File: src/design/hsmd_pkg.sv
// Types, constants and the step program shared by the spring-mass-damper block.
`timescale 1ns / 1ps

package hsmd_pkg;

   localparam int DATA_W   = 32;
   localparam int OPA_W    = 49;
   localparam int MAG_W    = 48;
   localparam int PP_W     = 56;
   localparam int PROD_W   = 80;
   localparam int ACC_W    = 52;
   localparam int ACCEL_W  = 48;
   localparam int STEP_W   = 6;
   localparam int INDEX_W  = 2;

   localparam logic [STEP_W-1:0] STEP_LAST = 6'd32;

   localparam logic [DATA_W-1:0] STIFF_RESET   = 32'd655360;
   localparam logic [DATA_W-1:0] INV_INR_RESET = 32'd65536;
   localparam logic [DATA_W-1:0] DAMP_RESET    = 32'd1165;
   localparam logic [DATA_W-1:0] DT_RESET      = 32'd4294967;

   localparam logic [INDEX_W-1:0] REG_STIFF   = 2'd0;
   localparam logic [INDEX_W-1:0] REG_INV_INR = 2'd1;
   localparam logic [INDEX_W-1:0] REG_DAMP    = 2'd2;
   localparam logic [INDEX_W-1:0] REG_DT      = 2'd3;

   localparam logic signed [ACC_W-1:0] SAT_HI = 52'sh0007FFFFFFF;
   localparam logic signed [ACC_W-1:0] SAT_LO = -52'sh00080000000;

   typedef enum logic [2:0] {
      PH_NOP,
      PH_LOAD,
      PH_LO,
      PH_HI,
      PH_END,
      PH_STORE
   } phase_type;

   typedef enum logic [2:0] {
      OPA_MVEL,
      OPA_ANG_POS,
      OPA_WVEL_MVEL,
      OPA_FORCE,
      OPA_ACCEL,
      OPA_X1_ANG,
      OPA_X2_WVEL
   } opa_type;

   typedef enum logic [1:0] {
      COEF_STIFF,
      COEF_INV_INR,
      COEF_DAMP,
      COEF_DT
   } coef_type;

   typedef enum logic [1:0] {
      ACC_ZERO,
      ACC_POS,
      ACC_MVEL,
      ACC_KEEP
   } acc_type;

   typedef enum logic [2:0] {
      DST_X1,
      DST_FORCE,
      DST_ACCEL,
      DST_X2,
      DST_TORQUE
   } dest_type;

   typedef struct packed {
      phase_type phase;
      opa_type   opa;
      coef_type  coef;
      logic      sh32;
      acc_type   acc;
      dest_type  dest;
   } ucode_type;

   typedef struct packed {
      logic      capture;
      logic      commit;
      ucode_type u;
   } ctrl_type;

   typedef struct packed {
      logic rsp_open;
   } status_type;

   function automatic ucode_type ucode(input logic [STEP_W-1:0] step);
      ucode_type u;
      u = '{phase: PH_NOP, opa: OPA_MVEL, coef: COEF_DT, sh32: 1'b0,
            acc: ACC_ZERO, dest: DST_X1};
      case (step)
         6'd0: begin
            u.phase = PH_LOAD; u.opa = OPA_MVEL; u.coef = COEF_DT; u.sh32 = 1'b1;
         end
         6'd5: begin
            u.phase = PH_LOAD; u.opa = OPA_ANG_POS; u.coef = COEF_STIFF;
         end
         6'd9: begin
            u.phase = PH_LOAD; u.opa = OPA_WVEL_MVEL; u.coef = COEF_DAMP;
         end
         6'd14: begin
            u.phase = PH_LOAD; u.opa = OPA_FORCE; u.coef = COEF_INV_INR;
         end
         6'd19: begin
            u.phase = PH_LOAD; u.opa = OPA_ACCEL; u.coef = COEF_DT; u.sh32 = 1'b1;
         end
         6'd24: begin
            u.phase = PH_LOAD; u.opa = OPA_X1_ANG; u.coef = COEF_STIFF;
         end
         6'd28: begin
            u.phase = PH_LOAD; u.opa = OPA_X2_WVEL; u.coef = COEF_DAMP;
         end
         6'd1, 6'd6, 6'd10, 6'd15, 6'd20, 6'd25, 6'd29: begin
            u.phase = PH_LO;
         end
         6'd2, 6'd7, 6'd11, 6'd16, 6'd21, 6'd26, 6'd30: begin
            u.phase = PH_HI;
         end
         6'd3: begin
            u.phase = PH_END; u.acc = ACC_POS;
         end
         6'd8, 6'd17, 6'd27: begin
            u.phase = PH_END; u.acc = ACC_ZERO;
         end
         6'd12, 6'd31: begin
            u.phase = PH_END; u.acc = ACC_KEEP;
         end
         6'd22: begin
            u.phase = PH_END; u.acc = ACC_MVEL;
         end
         6'd4: begin
            u.phase = PH_STORE; u.dest = DST_X1;
         end
         6'd13: begin
            u.phase = PH_STORE; u.dest = DST_FORCE;
         end
         6'd18: begin
            u.phase = PH_STORE; u.dest = DST_ACCEL;
         end
         6'd23: begin
            u.phase = PH_STORE; u.dest = DST_X2;
         end
         6'd32: begin
            u.phase = PH_STORE; u.dest = DST_TORQUE;
         end
         default: begin
            u.phase = PH_NOP;
         end
      endcase
      return u;
   endfunction

endpackage

File: src/design/hsmd_ctrl.sv
// Sequencer that steps the datapath through one Euler update per item.
`timescale 1ns / 1ps

module hsmd_ctrl (
   input  logic                  clock,
   input  logic                  reset,
   input  logic                  req_tvalid,
   output logic                  req_tready,
   input  hsmd_pkg::status_type  status,
   output hsmd_pkg::ctrl_type    ctrl
);

   typedef enum logic [1:0] {
      ST_IDLE,
      ST_RUN,
      ST_FINISH
   } state_type;

   state_type                       state_ff, state_in;
   logic [hsmd_pkg::STEP_W-1:0]     step_ff, step_in;
   logic                            ready_ff, ready_in;
   logic                            accept;

   assign accept     = req_tvalid & ready_ff;
   assign req_tready = ready_ff;

   always_comb begin
      state_in = state_ff;
      step_in  = step_ff;
      ready_in = ready_ff;
      case (state_ff)
         ST_IDLE: begin
            if (accept) begin
               state_in = ST_RUN;
               step_in  = '0;
               ready_in = 1'b0;
            end
         end
         ST_RUN: begin
            step_in = step_ff + 1'b1;
            if (step_ff == hsmd_pkg::STEP_LAST) begin
               state_in = ST_FINISH;
            end
         end
         ST_FINISH: begin
            if (status.rsp_open) begin
               state_in = ST_IDLE;
               ready_in = 1'b1;
            end
         end
         default: begin
            state_in = ST_IDLE;
            ready_in = 1'b1;
         end
      endcase
   end

   always_ff @(posedge clock) begin
      if (reset) begin
         state_ff <= ST_IDLE;
         step_ff  <= '0;
         ready_ff <= 1'b1;
      end else begin
         state_ff <= state_in;
         step_ff  <= step_in;
         ready_ff <= ready_in;
      end
   end

   always_comb begin
      ctrl.capture = accept;
      ctrl.commit  = (state_ff == ST_FINISH) && status.rsp_open;
      ctrl.u       = hsmd_pkg::ucode(step_ff);
      if (state_ff != ST_RUN) begin
         ctrl.u.phase = hsmd_pkg::PH_NOP;
      end
   end

endmodule

File: config.mk
export PLATFORM = sky130hd
export DESIGN_NAME = hsmd_ctrl
export DESIGN_NICKNAME = d
export VERILOG_FILES = /design/src/design/hsmd_pkg.sv /design/src/design/hsmd_ctrl.sv
export SDC_FILE = /design/constraint.sdc
export NUM_CORES = 1
export LEC_CHECK = 0
export ABC_AREA = 1
export BUFFER_PORTS_ARGS = -buffer_cell sky130_fd_sc_hd__buf_2
export CORE_ASPECT_RATIO = 0.8
export CORE_MARGIN = 3
export CORE_UTILIZATION = 42
export DETAILED_ROUTE_END_ITERATION = 6
export PLACE_DENSITY = 0.74
export REMOVE_ABC_BUFFERS = 1
export SLEW_MARGIN = 10
export SYNTH_ARGS = -nofsm -noshare
export SYNTH_HDL_FRONTEND = slang
export SYNTH_SLANG_ARGS = --single-unit
File: constraint.sdc
create_clock -name clock -period 4.32 [get_ports clock]
set_input_delay 0.432 -clock clock [delete_from_list [all_inputs] [get_ports clock]]
set_output_delay 0.432 -clock clock [all_outputs]
set_load 0.02 [all_outputs]
==> reports/qor.yml <==
cp_max_fo: 6
rrSetupSlack_ps: 2790
dr.pass1.iters: 4
hp-start: "reset"
coreArea_um2: 1997
netlist_top_cells_area: "dfxtp_1, nand2_1, nand3_1, inv_1, nor2_1"
required_ps: 3890
layout.nets: 185
post_cts_resized: 0
ioPinCount: 21
synth_compound_area_frac: 0.1430
tritoncts: "done"
routed-wl-met3_um: 234
area_growth_pct: 13.38
synth_seq_cells: 9
worstMarginPinSlew_ps: 488.3
drt_iter0_drc: 48
vias: 1039
avgSynthCellArea_um2: 6.095
slew_violations: 0
ant_nets: 0
seq_area_frac_synth: 0.1907
htree_levels: 1
dieArea_um2: 2858
yosysTopAreaCell: "dfxtp_1"
setup-violations-final: 0
whs_endpoint: "state_ff[0]"
clkSinkCount: 9
rr_endpoint: "step_ff[5]"
outcome: "completed"
rows: 14
clk_pin_slew_ps: 70
cts_root_buf: "clkbuf_4"
post-place-ws_ps: 2293
slew_headroom: 0.6740
clockBufferDepth: 2
initial_core_util: 0.4731
yosysTopAreaCellShare: 0.1907
insertion_delay_ps: 270
p_total_mw: 0.2120
fin_cells: 200
dieHeight_um: 48.42
yosysWarnings: 0
clock_skew_ps: 10.19
drc: 0
period_share: 0.5377
holdPathStages: 2
synth-adder-area-share: 0.05298
timing.hold.ws_ps: 425.1
regToRegStartpoint: "step_ff[2]"
grt_util_all_layers: 0.1686
holdCritPathClass: "in2reg"
post_cts.repair.setup_buffers: 0
highest_layer: "met3"
gp_congestion: 1.068
dp_cells: 196
avgRoutedWirePerCell_um: 11.38
wl_met2_um: 921
wl_um: 2275
p_leak_nw: 0.5541
postCtsHoldBufs: 0
fmax_mhz: 430.5
path_class: "reg2out"
die_x_um: 59.03
synth_cell_types: 26
dp_hpwl_um: 1856
diodes: 0
yosys.area_share.simple: 0.4768
synth-xor-area-share: 0
min_period_ps: 2323
critPathCaptureType: "output pin"
grt_pass1_wl_um: 3912
rsz0062_at_grt: "false"
vias_per_cell: 5.195
power_density_nw_per_um2: 198.0
drive_above_1_share: 0.2443
synth_mux_area_frac: 0
wl_met1_um: 1119
arrival_ps: 1890
async_flop_share: 0
synth_edf_count: 0
worst-r2r-cell-count: 7
worst_slack_ps: 1997
port_buffers: 20
numCtsBuffers: 3
synth_area_um2: 944.7
syn_inst: 155
max_cap_viol_count: 0
grt_max_degree: 11
overflow: 0
start_kind: "flip-flop"
grt_pass1_vias: 888
synthFlopType: "dfxtp_1"
synth_top_family_by_area: "simple AND/OR/NAND/NOR gates"
vdd.ir_drop.worst_v: 0.0002257
fin_tns_setup_ps: 0
hold_violations: 0
antenna_found_initial: 0
==> per-layer routing <==
metal,vias up,global-route usage
li1,543,-
met1,436,0.2685
met2,60,0.2206
met3,0,0.06915
met4,0,0
met5,-,0
==> report_power, final <==
| group | switching, mW | internal, mW | total (mW) |
|---|---|---|---|
| Sequential | 0.00338 | 0.0867 | 0.0901 |
| Combinational | 0.0377 | 0.0169 | 0.0546 |
| Clock | 0.0317 | 0.0356 | 0.0673 |
| Total | 0.0728 | 0.139 | 0.212 |
==> cells in the final DEF (no fill, tap or decap), types with 4 or more instances in the layout <==
master / count
dfxtp_1: 9
nand2_1: 34
nor2_1: 18
inv_1: 20
ha_1: 4
buf_2: 20
nor2_4: 5
o21ai_0: 8
nand2_2: 4
a21oi_1: 11
nand3_1: 19
==> sequential cells by signal, indices dropped and copies added, names as in the netlist <==
register / count
state_ff: 2
req_tready: 1
step_ff: 6
==> cell usage after synthesis, drive strengths merged, types with 2 or more instances <==
cell,n
nand3,19
nand2,39
nor2,27
nor3,2
o21ai,10
a21oi,11
ha,4
inv,25
buf,3
dfxtp,9
==> critical path: stages (launching register included) <==
cell     delay (ps)
dfxtp_1         360
inv_1           110
ha_1            330
inv_1           110
nor3_2          210
nor2_1          100
nand2_2          70
nor2_1           40
a21oi_1         130
buf_2           180
==> kinds of logic (layout without fill, tap and decap cells) <==
| group | count (synthesis) | in the layout |
|---|---|---|
| AOI/OAI and AO/OA | 25 | 25 |
| DFF | 9 | 9 |
| buffers and inverters | 28 | 49 |
| and+or+nand+nor | 89 | 89 |
| adders and majority gates | 4 | 4 |
==> final cells by class <==
type                    instances  area [um2]
fillers                       216       925.9
repair buffers                 20       100.1
well taps                      24       30.03
flip-flops and latches          9       180.2
inverters                      25       98.84
clock buffers                   4       26.28
multi-input cells             118       635.6
==> worst max-delay path by stage <==
stage          slack [ps]  cells past startpoint        from        to
6_report             2000                      9  step_ff[0]  ctrl[11]
4_1_cts              2000                      9  step_ff[0]  ctrl[11]
3_3_place_gp         2270                      9  step_ff[0]  ctrl[11]
3_5_place_dp         2290                      9  step_ff[0]  ctrl[11]
2_1_floorplan        2350                      6  step_ff[0]   ctrl[8]
5_1_grt              1780                      9  step_ff[0]  ctrl[11]
==> through the flow <==
step	area (um2)	util
after detailed placement	1045	0.5232
after CTS	1071	0.5363
final	1071	0.5363
after global routing	1071	0.5363
after global placement	1045	0.5232
after floorplan	914.6	-
No activity file was read; power rests on OpenSTA's default activity.
